## src/hdl/mccq_pkg.sv

```systemverilog
// Shared types, constants and helpers of the min-cost cover block.
// Holds the microcode ROM, the step encoding and the saturating cost add.
// No dependencies.
package mccq_pkg;

  localparam int QUANTITY_LIMIT = 256;
  localparam int MAX_BUNDLES    = 32;

  localparam int QA_W  = (QUANTITY_LIMIT > 1) ? $clog2(QUANTITY_LIMIT) : 1;
  localparam int BI_W  = (MAX_BUNDLES > 1) ? $clog2(MAX_BUNDLES) : 1;
  localparam int CNT_W = $clog2(MAX_BUNDLES + 1);

  localparam int COST_W     = 28;
  localparam int PRICE_W    = 20;
  localparam int SIZE_W     = 8;
  localparam int QTY_W      = 8;
  localparam int IDX_W      = 5;
  localparam int COUNT_W    = 6;
  localparam int CFG_IDX_W  = 2;
  localparam int CFG_DATA_W = 20;
  localparam int S_TDATA_W  = 48;
  localparam int M_TDATA_W  = 32;

  localparam logic [COST_W-1:0] COST_MAX = {COST_W{1'b1}};

  localparam logic [CFG_IDX_W-1:0] REG_ITEM_COST    = 2'd0;
  localparam logic [CFG_IDX_W-1:0] REG_SCHEME_COUNT = 2'd1;

  localparam logic OP_LOAD  = 1'b0;
  localparam logic OP_QUERY = 1'b1;

  typedef enum logic [3:0] {
    ST_IDLE,
    ST_QSTART,
    ST_FINIT,
    ST_FSCAN,
    ST_FDRAIN,
    ST_FWRITE,
    ST_QINIT,
    ST_QSCAN,
    ST_QDRAIN,
    ST_QOUT
  } step_e;

  typedef enum logic [1:0] {
    BEST_HOLD,
    BEST_UNIT,
    BEST_MAX
  } best_op_e;

  typedef enum logic [2:0] {
    C_NONE,
    C_START,
    C_VALID,
    C_SCHEME_MORE,
    C_QUERY_MORE,
    C_LAST_N,
    C_OUT_BUSY
  } cond_e;

  // one control word
  typedef struct packed {
    logic     mem_we;
    logic     wr_best;
    best_op_e best_op;
    logic     issue_fill;
    logic     issue_query;
    logic     n_clr;
    logic     n_inc;
    logic     i_clr;
    logic     i_inc;
    logic     m_load;
    logic     m_inc;
    logic     set_valid;
    logic     out_load;
    cond_e    cond;
    step_e    jump_to;
    step_e    next;
  } uop_t;

  // datapath flags seen by the sequencer
  typedef struct packed {
    logic start;
    logic table_valid;
    logic scheme_more;
    logic query_more;
    logic last_n;
    logic out_busy;
  } stat_t;

  function automatic logic [COST_W-1:0] sat_add(input logic [COST_W-1:0] a,
                                                input logic [PRICE_W-1:0] b);
    logic [COST_W:0] s;
    s = {1'b0, a} + (COST_W + 1)'(b);
    return (s > {1'b0, COST_MAX}) ? COST_MAX : s[COST_W-1:0];
  endfunction

  function automatic logic [COST_W-1:0] sat_add_cost(input logic [COST_W-1:0] a,
                                                     input logic [COST_W-1:0] b);
    logic [COST_W:0] s;
    s = {1'b0, a} + {1'b0, b};
    return (s > {1'b0, COST_MAX}) ? COST_MAX : s[COST_W-1:0];
  endfunction

  // microcode ROM
  function automatic uop_t uop_rom(input step_e s);
    uop_t u;
    u = '0;
    u.best_op = BEST_HOLD;
    u.cond    = C_NONE;
    u.jump_to = ST_IDLE;
    u.next    = ST_IDLE;
    case (s)
      ST_IDLE: begin
        u.cond    = C_START;
        u.jump_to = ST_QSTART;
        u.next    = ST_IDLE;
      end
      ST_QSTART: begin
        u.n_clr   = 1'b1;
        u.cond    = C_VALID;
        u.jump_to = ST_QINIT;
        u.next    = ST_FINIT;
      end
      ST_FINIT: begin
        // cost of zero items, then base of entry one
        u.mem_we  = 1'b1;
        u.best_op = BEST_UNIT;
        u.n_inc   = 1'b1;
        u.i_clr   = 1'b1;
        u.jump_to = ST_FSCAN;
        u.next    = ST_FSCAN;
      end
      ST_FSCAN: begin
        u.issue_fill = 1'b1;
        u.i_inc      = 1'b1;
        u.cond       = C_SCHEME_MORE;
        u.jump_to    = ST_FSCAN;
        u.next       = ST_FDRAIN;
      end
      ST_FDRAIN: begin
        u.jump_to = ST_FWRITE;
        u.next    = ST_FWRITE;
      end
      ST_FWRITE: begin
        u.mem_we  = 1'b1;
        u.wr_best = 1'b1;
        u.best_op = BEST_UNIT;
        u.n_inc   = 1'b1;
        u.i_clr   = 1'b1;
        u.cond    = C_LAST_N;
        u.jump_to = ST_QINIT;
        u.next    = ST_FSCAN;
      end
      ST_QINIT: begin
        u.best_op   = BEST_MAX;
        u.m_load    = 1'b1;
        u.set_valid = 1'b1;
        u.jump_to   = ST_QSCAN;
        u.next      = ST_QSCAN;
      end
      ST_QSCAN: begin
        u.issue_query = 1'b1;
        u.m_inc       = 1'b1;
        u.cond        = C_QUERY_MORE;
        u.jump_to     = ST_QSCAN;
        u.next        = ST_QDRAIN;
      end
      ST_QDRAIN: begin
        u.jump_to = ST_QOUT;
        u.next    = ST_QOUT;
      end
      ST_QOUT: begin
        u.out_load = 1'b1;
        u.cond     = C_OUT_BUSY;
        u.jump_to  = ST_QOUT;
        u.next     = ST_IDLE;
      end
      default: begin
        u.next = ST_IDLE;
      end
    endcase
    return u;
  endfunction

endpackage

```

## src/hdl/mccq_useq.sv

```systemverilog
// Microcode sequencer: step register, ROM lookup and conditional jump.
// Depends on mccq_pkg for the ROM, step and flag types.
module mccq_useq (
  input  logic            clk_i,
  input  logic            rst_ni,
  input  mccq_pkg::stat_t stat_i,
  output mccq_pkg::step_e step_o,
  output mccq_pkg::uop_t  uop_o
);
  import mccq_pkg::*;

  step_e step_q, step_d;
  logic  taken;

  always_ff @(posedge clk_i or negedge rst_ni) begin
    if (!rst_ni) begin
      step_q <= ST_IDLE;
    end else begin
      step_q <= step_d;
    end
  end

  always_comb begin
    uop_o = uop_rom(step_q);
    case (uop_o.cond)
      C_NONE:        taken = 1'b0;
      C_START:       taken = stat_i.start;
      C_VALID:       taken = stat_i.table_valid;
      C_SCHEME_MORE: taken = stat_i.scheme_more;
      C_QUERY_MORE:  taken = stat_i.query_more;
      C_LAST_N:      taken = stat_i.last_n;
      C_OUT_BUSY:    taken = stat_i.out_busy;
      default:       taken = 1'b0;
    endcase
    step_d = taken ? uop_o.jump_to : uop_o.next;
  end

  assign step_o = step_q;

endmodule

```

## config.mk

```make
export PLATFORM = sky130hd
export DESIGN_NAME = mccq_useq
export DESIGN_NICKNAME = d
export VERILOG_FILES = /design/src/hdl/mccq_pkg.sv /design/src/hdl/mccq_useq.sv
export SDC_FILE = /design/constraint.sdc
export NUM_CORES = 1
export LEC_CHECK = 0
export BUFFER_PORTS_ARGS = -buffer_cell sky130_fd_sc_hd__buf_2
export CORE_MARGIN = 1.5
export CORE_UTILIZATION = 41
export DETAILED_ROUTE_END_ITERATION = 16
export PLACE_DENSITY = 0.84
export SYNTH_ARGS = -nofsm -noshare
export SYNTH_HDL_FRONTEND = slang
export SYNTH_SLANG_ARGS = --single-unit
```

## constraint.sdc

```tcl
create_clock -name clk_i -period 1.55 [get_ports clk_i]
set_input_delay 0.155 -clock clk_i [delete_from_list [all_inputs] [get_ports clk_i]]
set_output_delay 0.155 -clock clk_i [all_outputs]
set_load 0.05 [all_outputs]
```

* After elaboration in Yosys (flattened, before gate mapping)
Index checks and enable logic that the tools add are counted.
Widths: inputs -> output; s select.
** Operators by class
- Eq/ne operators :: 15
- Mux-type cells :: 14
- Reductions and logical operators :: 6
** Operators with widths (number)
- $pmux 4 s7 :: 1
- $pmux 4 s6 :: 1
- $pmux 3 s6 :: 1
- $eq 4x3->1 const B :: 4
- $reduce_or 2->1 :: 5
- $eq 3x3->1 const B :: 3
- $eq 4x2->1 const B :: 2
- $eq 4x4->1 const B :: 2
- $mux 1 :: 7
- $eq 3x2->1 const B :: 2
- $pmux 1 s6 :: 1
- $eq 4x1->1 const B :: 1
- $logic_not 4->1 :: 1
- $mux 4 :: 1
- $pmux 2 s2 :: 1
- $eq 3x1->1 const B :: 1
- $mux 2 :: 1
** Storage, ports and cells
- Flip-flop bits (word level) :: 4
- Bits of input ports :: 8
- Output and inout bits :: 29
- Logic and storage cells :: 36

* Depth between registers and ports, before layout
Gate-level depths: netlist (run 1).
- Depth in word-level cells :: 5
- Mapped depth :: 6
- Mapped depth without buffers :: 5

* Worst setup path after synthesis (run 1)
Ideal clock, no wire load.
- Kind :: register to output
- Start point :: reg step_q[1], in the netlist step_o[1]
- End point :: out uop_o[20] in the netlist's numbering
- Arrival time :: 2.511 ns
- Required time :: 1.395 ns
- Slack :: -1.116 ns
- Stages on the path, launching flop included :: 6
- Buffers on the path :: 3
- Path through :: dfrtp_1 buf_6 buf_4 nand2_1 nor3_1 buf_4
** RTL lines
- start: declaration :: line mccq_useq.sv:12 : step_e step_q, step_d;
- start signal: assignment :: line mccq_useq.sv:19 : step_q <= step_d;
- end: declaration :: line mccq_useq.sv:8 : output mccq_pkg::uop_t uop_o

==> results of run 1 <==
cells in the mapped netlist (all sizes together), types with 2 or more instances:
cell type / instances
nor3: 2
o21a: 2
nand3b: 4
nor2b: 2
and3: 2
inv: 5
nand2: 9
nor2: 7
a211oi: 2
a21oi: 5
dfrtp: 4
nand2b: 4
buf: 12
repair_timing:
item	4_1_cts	5_1_grt
hold endpoints to repair	4	0
gates resized for setup	33	29
pin swaps	2	11
buffers inserted	10	5
hold buffers	1	0
endpoints found under the setup margin	22	25
worst max-delay path, delay by kind of cell, from the launching register on:
kind | cells | cell delay [ns]
compound gates | 1 | 0.22
buf+inv | 2 | 0.33
flops | 1 | 0.47
simple gates | 1 | 0.17
worst max-delay path by stage:
stage                   start   endpoint  slack [ns]
finish              step_o[1]  uop_o[17]       -0.06
global route        step_o[2]   uop_o[0]       -0.13
CTS                 step_o[2]   uop_o[2]       -0.02
detailed placement  step_o[2]   uop_o[3]         0.1
global placement    step_o[2]   uop_o[3]         0.1
floorplan           step_o[1]  uop_o[17]       -0.28
layout make-up:
class	instances	area, µm²	share of cell area, %
Multi-Input combinational cell	55	505	43.0
Inverter	5	25.0	2.13
Timing Repair Buffer	59	499	42.4
Tap cell	15	18.8	1.60
Clock buffer	3	22.5	1.91
Sequential cell	4	105	8.94
cells in the final DEF, fill, tap and decap left out, types with 2 or more instances in the layout:
cell,synthesis,layout
a21oi_2,0,2
buf_4,7,23
nor2_4,1,3
nand2_2,1,3
inv_1,3,2
nor2_2,0,2
nand2_1,8,5
nor2_1,6,2
nor2b_1,2,2
buf_2,1,13
nor3_4,0,2
and3_1,2,2
buf_8,0,3
a21oi_4,0,3
nand3b_1,4,4
dfrtp_2,0,4
nand2b_1,4,2
clkbuf_4,0,5
buf_6,4,17
stage by stage:
stage               area [µm²]  setup slack, ns  hold WS [ns]
floorplan                  721           -0.279        -0.141
global placement           830           0.0984       -0.0389
detailed placement         830           0.0980       -0.0350
CTS                       1040          -0.0239         0.137
global route              1180           -0.129         0.128
finish                    1180          -0.0632         0.138
cells by family after synthesis:
| group | synth area share (%) |
|---|---|
| AND/OR/NAND/NOR | 36.0 |
| buffers and inverters | 21.6 |
| XOR/XNOR | 1.51 |
| flip-flops | 17.2 |
| AO/OA/AOI/OAI | 23.7 |
routing by layer:
| layer | GRT usage, % | up-vias | share of wire, % |
|---|---|---|---|
| li1 | - | 356 | - |
| met1 | 32.2 | 382 | 40 |
| met2 | 49.6 | 46 | 51 |
| met3 | 6.52 | 11 | 5.3 |
| met4 | 10.0 | 0 | 3.8 |
| met5 | 0 | - | 0 |
==> flow_summary.ini, run 1 <==
[detailed_routing]
vias = 795
wl_per_cell_um = 17.8
viasPerCell = 5.64
totalWireLength_mm = 2.51
ant_nets = 0
drc_errors = 0
drt_iter0_markers = 21
dr.pass1.iters = 4

[clocking]
cts.sinks = 4
cts_max_path_buffers = 2
clkTransAtPathRegs_ns = 0.05
clock_latency_ns = 0.26
htreeDepth = 1
cts_tree = yes
cts_made_buffers = 3
cts_root_buf = clkbuf_4

[finish]
largest_reg_flops = 4
layout-drive-gt1-share_pct = 75.4
final_cells = 141
antenna_cells = 0
fill_cells = 55
nets = 136
fin_util_pct = 89.3
area_delta_synth_final_pct = 103

[grt]
gr-usage-all-layers_pct = 27.9
grt_pass1_vias = 671
grt_max_degree = 13
antenna_found_initial = 0
overflow = 0
grt_pass1_wl_mm = 2.95

[floorplanning]
dieArea_um2 = 1650
die_h_um = 40.6
ios = 37
coreArea_um2 = 1320
row_count = 13
start_util_pct = 44.1
die_w_um = 40.6

[run_status]
violations = negative setup slack
status = finished with violations

[worst_setup_path]
worstPathCellList = buf_6, nand3b_1, a21oi_4, buf_6
cp_max_fo = 7
slowest_delay_ns = 0.47
end_kind = output port
r2r-start = step_o[1]
cp.arrival_ns = 1.46
slowest_stage = dfrtp_2
crit_top_cell = buf_6
ff2ff_path_depth = 5
worst-setup-path-type = reg -> out
required_ns = 1.39
start_kind = register
rrSetupSlack_ns = -0.02
rr_endpoint = step_o[0]

[synth]
async_flop_share_pct = 100
synth_cells = 77
syn_area_per_cell_um2 = 7.54
syn_area_um2 = 581
synth_top_area_share_pct = 17.2
synth.area.top_cells = dfrtp_1, buf_4, buf_6
synth_warnings = 0
synth_edf_count = 0
synth_nets = 85
synth_ff_type = dfrtp_1
yosysSeqAreaShare_pct = 17.2
ys_ff_latch = 4
ys_types = 35
yosys.area.top_type = dfrtp_1

[timing]
finalCritPeriodShare_pct = 104
worstMarginPinSlew_ns = 0.272
relSlewSlack_pct = 81.8
finalHoldViolCount = 0
rsz0062_at_grt = true
setup_slack_ns = -0.0632
fin_crit_ns = 1.61
max_freq_mhz = 620
fin_skew_ns = 0.0140
slew_viol_final = 0
tns_ns = -0.525
finalSetupViolations = 14

[hold_path]
hp-class = in -> reg
holdPathStages = 2
hold_path_end = step_o[3]
hp-start = stat_i[2]

[placement]
dp.cells = 122
hpwl_mm = 1.20
gp_congestion = 0.830
numPortBuffers = 36

[job]
drv_cap = 0
Power of run 1 is left out: the tool's default activity adds up to more than one toggle a clock period on the data nets, which glitch-free logic cannot reach.
==> inputs of run 2 (changes only) <==
--- a/config.mk
+++ b/config.mk
@@ -11,4 +11,5 @@
 export DETAILED_ROUTE_END_ITERATION = 16
 export PLACE_DENSITY = 0.84
+export RECOVER_POWER = 100
 export SYNTH_ARGS = -nofsm -noshare
 export SYNTH_HDL_FRONTEND = slang
==> constraint.sdc (replaced) <==
create_clock -name clk_i -period 1.55 [get_ports clk_i]
set_input_delay 0.31 -clock clk_i [delete_from_list [all_inputs] [get_ports clk_i]]
set_output_delay 0.31 -clock clk_i [all_outputs]
set_load 0.05 [all_outputs]
==> run 2 against run 1 <==
The run now fails in clock tree synthesis. Synthesized cell count did not move. Area after synthesis is the same.
==> flow_summary.ini, run 2 <==
[synth]
synth_nets = 85
syn_area_per_cell_um2 = 7.54
synth.area.top_cells = dfrtp_1, buf_4, buf_6
ys_ff_latch = 4
netlist_top_cells_count = nand2_1, buf_4, nor2_1
syn_area_um2 = 581
ys_types = 35
synth_warnings = 0
synth_ff_type = dfrtp_1
synth_cells = 77
synth_edf_count = 0
synth_top_area_share_pct = 17.2
yosysMostFrequentCell = nand2_1
async_flop_share_pct = 100
yosys.area.top_type = dfrtp_1
yosysSeqAreaShare_pct = 17.2

[placement]
dpl_cell_area_um2 = 938
gp_congestion = 0.824
numPortBuffers = 36
hpwl_mm = 1.43

[floorplanning]
die_w_um = 40.6
start_util_pct = 44.1
row_count = 13
die_h_um = 40.6
ios = 37

[clocking]
htreeDepth = 1
cts_resized = 80
post-cts-setup-buffers = 13
cts.sinks = 4
cts_made_buffers = 3
hold_buffers = 1
cts_root_buf = clkbuf_4
cts_max_path_buffers = 2

[run_status]
haltStage = clock tree synthesis
firstError = [ERROR DPL-0038] Utilization greater than 100%, impossible to legalize
status = did not finish
run 2: cell counts after synthesis:
Identical to the previous run, type by type.
run 2: kinds of logic after synthesis:
| family | Yosys count | synth area share (%) |
|---|---|---|
| compound gates | 18 | 23.7 |
| simple gates | 36 | 36.0 |
| buf+inv | 18 | 21.6 |
| flops | 4 | 17.2 |
| xor+xnor | 1 | 1.51 |
run 2: through the flow:
| step | setup TNS (ns) | std cells | setup WS [ns] |
|---|---|---|---|
| after floorplan | -4.52 | 77 | -0.434 |
| after global placement | -0.0107 | 129 | -0.0107 |
| after detailed placement | -0.125 | 129 | -0.0300 |
==> inputs of run 3 (changes only) <==
- CORE_AREA: unset -> 2 2 63 65
- CORE_MARGIN: 1.5 -> unset
- CORE_UTILIZATION: 41 -> unset
- DIE_AREA: unset -> 0 0 65 67
- PLACE_DENSITY: 0.84 -> unset
- PLACE_DENSITY_LB_ADDON: unset -> 0.15
==> run 3 against run 2 <==
The flow now finishes, with violations (negative setup slack).
==> flow_summary.ini, run 3 (same netlist as run 1, synthesis figures left out) <==
[run_status]
violations = negative setup slack
status = finished with violations

[timing]
slew_viol_final = 0
worstMarginPinSlew_ns = 0.427
finalSetupViolations = 24
fin_crit_ns = 1.71
relSlewSlack_pct = 71.4
rsz0062_at_grt = true
fin_skew_ns = 0.00331
max_freq_mhz = 583
finalCritPeriodShare_pct = 111
finalHoldViolCount = 0
setup_slack_ns = -0.164
hold_ws_ns = 0.353

[finish]
fin_util_pct = 43.0
nets = 151
antenna_cells = 0
largest_reg_flops = 4
area_delta_synth_final_pct = 167
final_common_cell = buf_6
final_cells = 189
final_cell_mix = buf_6, buf_4, buf_8
layout-drive-gt1-share_pct = 85.8

[floorplanning]
die_w_um = 65
coreArea_um2 = 3610
die_h_um = 67
start_util_pct = 16.1
ios = 37
row_count = 22
dieArea_um2 = 4360

[detailed_routing]
dr.pass1.iters = 4
ant_nets = 0
viasPerCell = 4.23
wl_per_cell_um = 13.4
drt_iter0_markers = 19
totalWireLength_mm = 2.53
drc_errors = 0
vias = 800

[worst_setup_path]
cp_max_fo = 8
cp_top_family = flip-flops
critPathBufInv = 2
start_kind = register
crit_top_cell = buf_6
cp.arrival_ns = 1.40
required_ns = 1.24
end_kind = output port
worstPathCellList = buf_6, xnor2_1, a211oi_2, buf_6
worst-setup-path-type = reg -> out
slowest_delay_ns = 0.47
slowest_stage = dfrtp_2

[clocking]
cts_made_buffers = 3
clkTransAtPathRegs_ns = 0.03
cts_max_path_buffers = 2
cts_tree = yes
clock_latency_ns = 0.23
cts_root_buf = clkbuf_8
cts.sinks = 4
htreeDepth = 1

[placement]
numPortBuffers = 36
dp.cells = 167
hpwl_mm = 1.65
gp_congestion = 0.734

[hold_path]
hp-class = in -> reg

[grt]
gr-usage-all-layers_pct = 11.9
antenna_found_initial = 0
grt_pass1_wl_mm = 3.87
grt_pass1_vias = 826
overflow = 0
grt_max_degree = 10

[job]
drv_cap = 0
run 3: worst paths after layout:
kind	startpoint	to	slack, ns	depth (start not counted)
worst max-delay path	step_o[1]	uop_o[8]	-0.16	4
worst max register to register	step_o[1]	step_o[1]	-0.01	5
max in group asynchronous	rst_ni	step_o[1]	0.90	2
min in group asynchronous	rst_ni	step_o[0]	0.45	2
worst min-delay path	stat_i[2]	step_o[3]	0.35	2
worst min register to register	step_o[3]	step_o[1]	0.69	2
run 3: per-stage QoR:
step	cell area, µm²	setup slack (ns)	setup TNS, ns
4_1_cts	1390	-0.181	-2.30
3_3_place_gp	1020	-0.0559	-0.121
6_report	1550	-0.164	-2.45
5_1_grt	1550	-0.223	-3.63
2_1_floorplan	783	-0.434	-4.52
3_5_place_dp	1020	-0.0399	-0.173
run 3: layer usage:
layer | vias up | track usage (%) | wire (µm)
li1 | 388 | - | -
met1 | 383 | 14.2 | 955
met2 | 22 | 20.0 | 1420
met3 | 7 | 2.53 | 104
met4 | 0 | 6.38 | 57
met5 | - | 0 | 0
run 3: final cells by class:
cell class,count,area [µm²]
multi-input cells,55,611
repair buffers,74,703
inverters,5,30.0
fillers,357,2060
clock buffers,3,41.3
well taps,48,60.1
flip-flops and latches,4,105
run 3: timing repair:
item                                   in CTS  in global routing
endpoints found under the hold margin       4                  0
resized for setup                          70                 30
pin swaps                                   7                 14
setup endpoints to repair                  25                 28
hold buffers                                1                  0
setup buffers                              13                  6
Power of run 3 is left out for the same reason.
==> inputs of run 4 (changes only) <==
--- a/config.mk
+++ b/config.mk
@@ -15,2 +15,3 @@
 export SYNTH_HDL_FRONTEND = slang
 export SYNTH_SLANG_ARGS = --single-unit
+export TNS_END_PERCENT = 5
==> constraint.sdc (replaced) <==
create_clock -name clk_i -period 1.55 [get_ports clk_i]
set_input_delay 0.0775 -clock clk_i [delete_from_list [all_inputs] [get_ports clk_i]]
set_output_delay 0.0775 -clock clk_i [all_outputs]
set_load 0.05 [all_outputs]
==> run 4 against run 3 <==
The flow now finishes without violations. Largest cell class is now multi-input gates. Register-to-register slack better by 0.09 ns. Final cell count down 14%. Clock skew down 0.0020 ns. Hold slack worse by 0.26 ns.
==> flow_summary.ini, run 4 (same netlist as run 1, synthesis figures left out) <==
[timing]
max_freq_mhz = 666
fin_crit_ns = 1.50
finalHoldViolCount = 0
finalSetupViolations = 0
relSlewSlack_pct = 60.7
slew_viol_final = 0
setup_slack_ns = 0.0483
rsz0062_at_grt = true
finalCritPeriodShare_pct = 96.9
fin_skew_ns = 0.00132
worstMarginPinSlew_ns = 0.592

[detailed_routing]
ant_nets = 0
vias = 664
drt_iter0_markers = 48
dr.pass1.iters = 4
wl_per_cell_um = 12.6
viasPerCell = 4.10
totalWireLength_mm = 2.05
drc_errors = 0

[floorplanning]
dieArea_um2 = 4360
row_count = 22
start_util_pct = 16.1
coreArea_um2 = 3610
ios = 37
die_w_um = 65
die_h_um = 67

[worst_setup_path]
start_kind = register
crit_top_cell = buf_6
worst-setup-path-type = reg -> out
cp.arrival_ns = 1.42
cp_max_fo = 8
end_kind = output port
required_ns = 1.47
worstPathCellList = buf_6, nand3b_1, a21oi_4, buf_6
rrSetupSlack_ns = 0.08
slowest_delay_ns = 0.47
slowest_stage = dfrtp_4

[clocking]
cts_max_path_buffers = 2
cts.sinks = 4
clkTransAtPathRegs_ns = 0.03
clock_latency_ns = 0.22
htreeDepth = 1
cts_root_buf = clkbuf_8
cts_made_buffers = 3
cts_tree = yes

[placement]
gp_congestion = 0.693
dp_slack_ns = 0.0893
hpwl_mm = 1.40
numPortBuffers = 36

[finish]
area_delta_synth_final_pct = 73.9
nets = 124
largest_reg_flops = 4
final_common_cell = buf_4
final_cell_mix = buf_4, nand2_1, buf_6
fin_util_pct = 28.0
antenna_cells = 0
layout-drive-gt1-share_pct = 60.5

[job]
drv_cap = 0

[grt]
antenna_found_initial = 0
grt_max_degree = 23
grt_pass1_wl_mm = 2.77
gr-usage-all-layers_pct = 8.62
grt_pass1_vias = 584
overflow = 0

[hold_path]
hp-class = in -> reg

[run_status]
status = finished, final reports clean
## run 4: repair_timing
action                                  in CTS  in global routing
hold buffers                                 1                  0
gates resized for setup                     16                 30
hold endpoints to repair                     4                  0
endpoints found under the setup margin      16                 22
pin swaps                                    0                  4
buffers inserted                             0                  9
## run 4: critical path, delay by kind of cell (launching register included)
family | cells | cell delay, ns
simple gates | 1 | 0.16
buf+inv | 2 | 0.33
flops | 1 | 0.47
compound gates | 1 | 0.24
## run 4: metrics by stage
| stage | cell area, µm² | hold WS, ns | std cells | setup TNS [ns] |
|---|---|---|---|---|
| after CTS | 891 | 0.0893 | 153 | -0.0971 |
| after global placement | 800 | -0.115 | 149 | 0 |
| after global routing | 1010 | 0.105 | 162 | -0.0418 |
| after detailed placement | 800 | -0.113 | 149 | 0 |
| after floorplan | 668 | -0.218 | 77 | -1.89 |
| final | 1010 | 0.0893 | 162 | 0 |
## run 4: worst paths after layout
check / startpoint / endpoint / depth (start not counted)
worst max-delay path: step_o[1] / uop_o[17] / 4
worst min-delay path: stat_i[2] / step_o[3] / 2
worst max register to register: step_o[1] / step_o[0] / 4
worst min register to register: step_o[3] / step_o[3] / 2
max in group asynchronous: rst_ni / step_o[0] / 2
min in group asynchronous: rst_ni / step_o[2] / 2
## run 4: cell type report
class                           instances  area [µm²]
Clock buffer                            3        41.3
Timing Repair Buffer                   47         357
Tap cell                               48        60.1
Sequential cell                         4         113
Multi-Input combinational cell         55         418
Inverter                                5        21.3
Fill cell                             399        2600
## run 4: layer usage
layer / vias to the layer above / wire length [µm] / GRT usage, %
li1: 335 / - / -
met1: 301 / 889 / 10.5
met3: 4 / 120 / 2.53
met5: - / 0 / 0
met4: 0 / 36 / 5.59
met2: 24 / 1000 / 13.1
Power of run 4 is left out for the same reason.
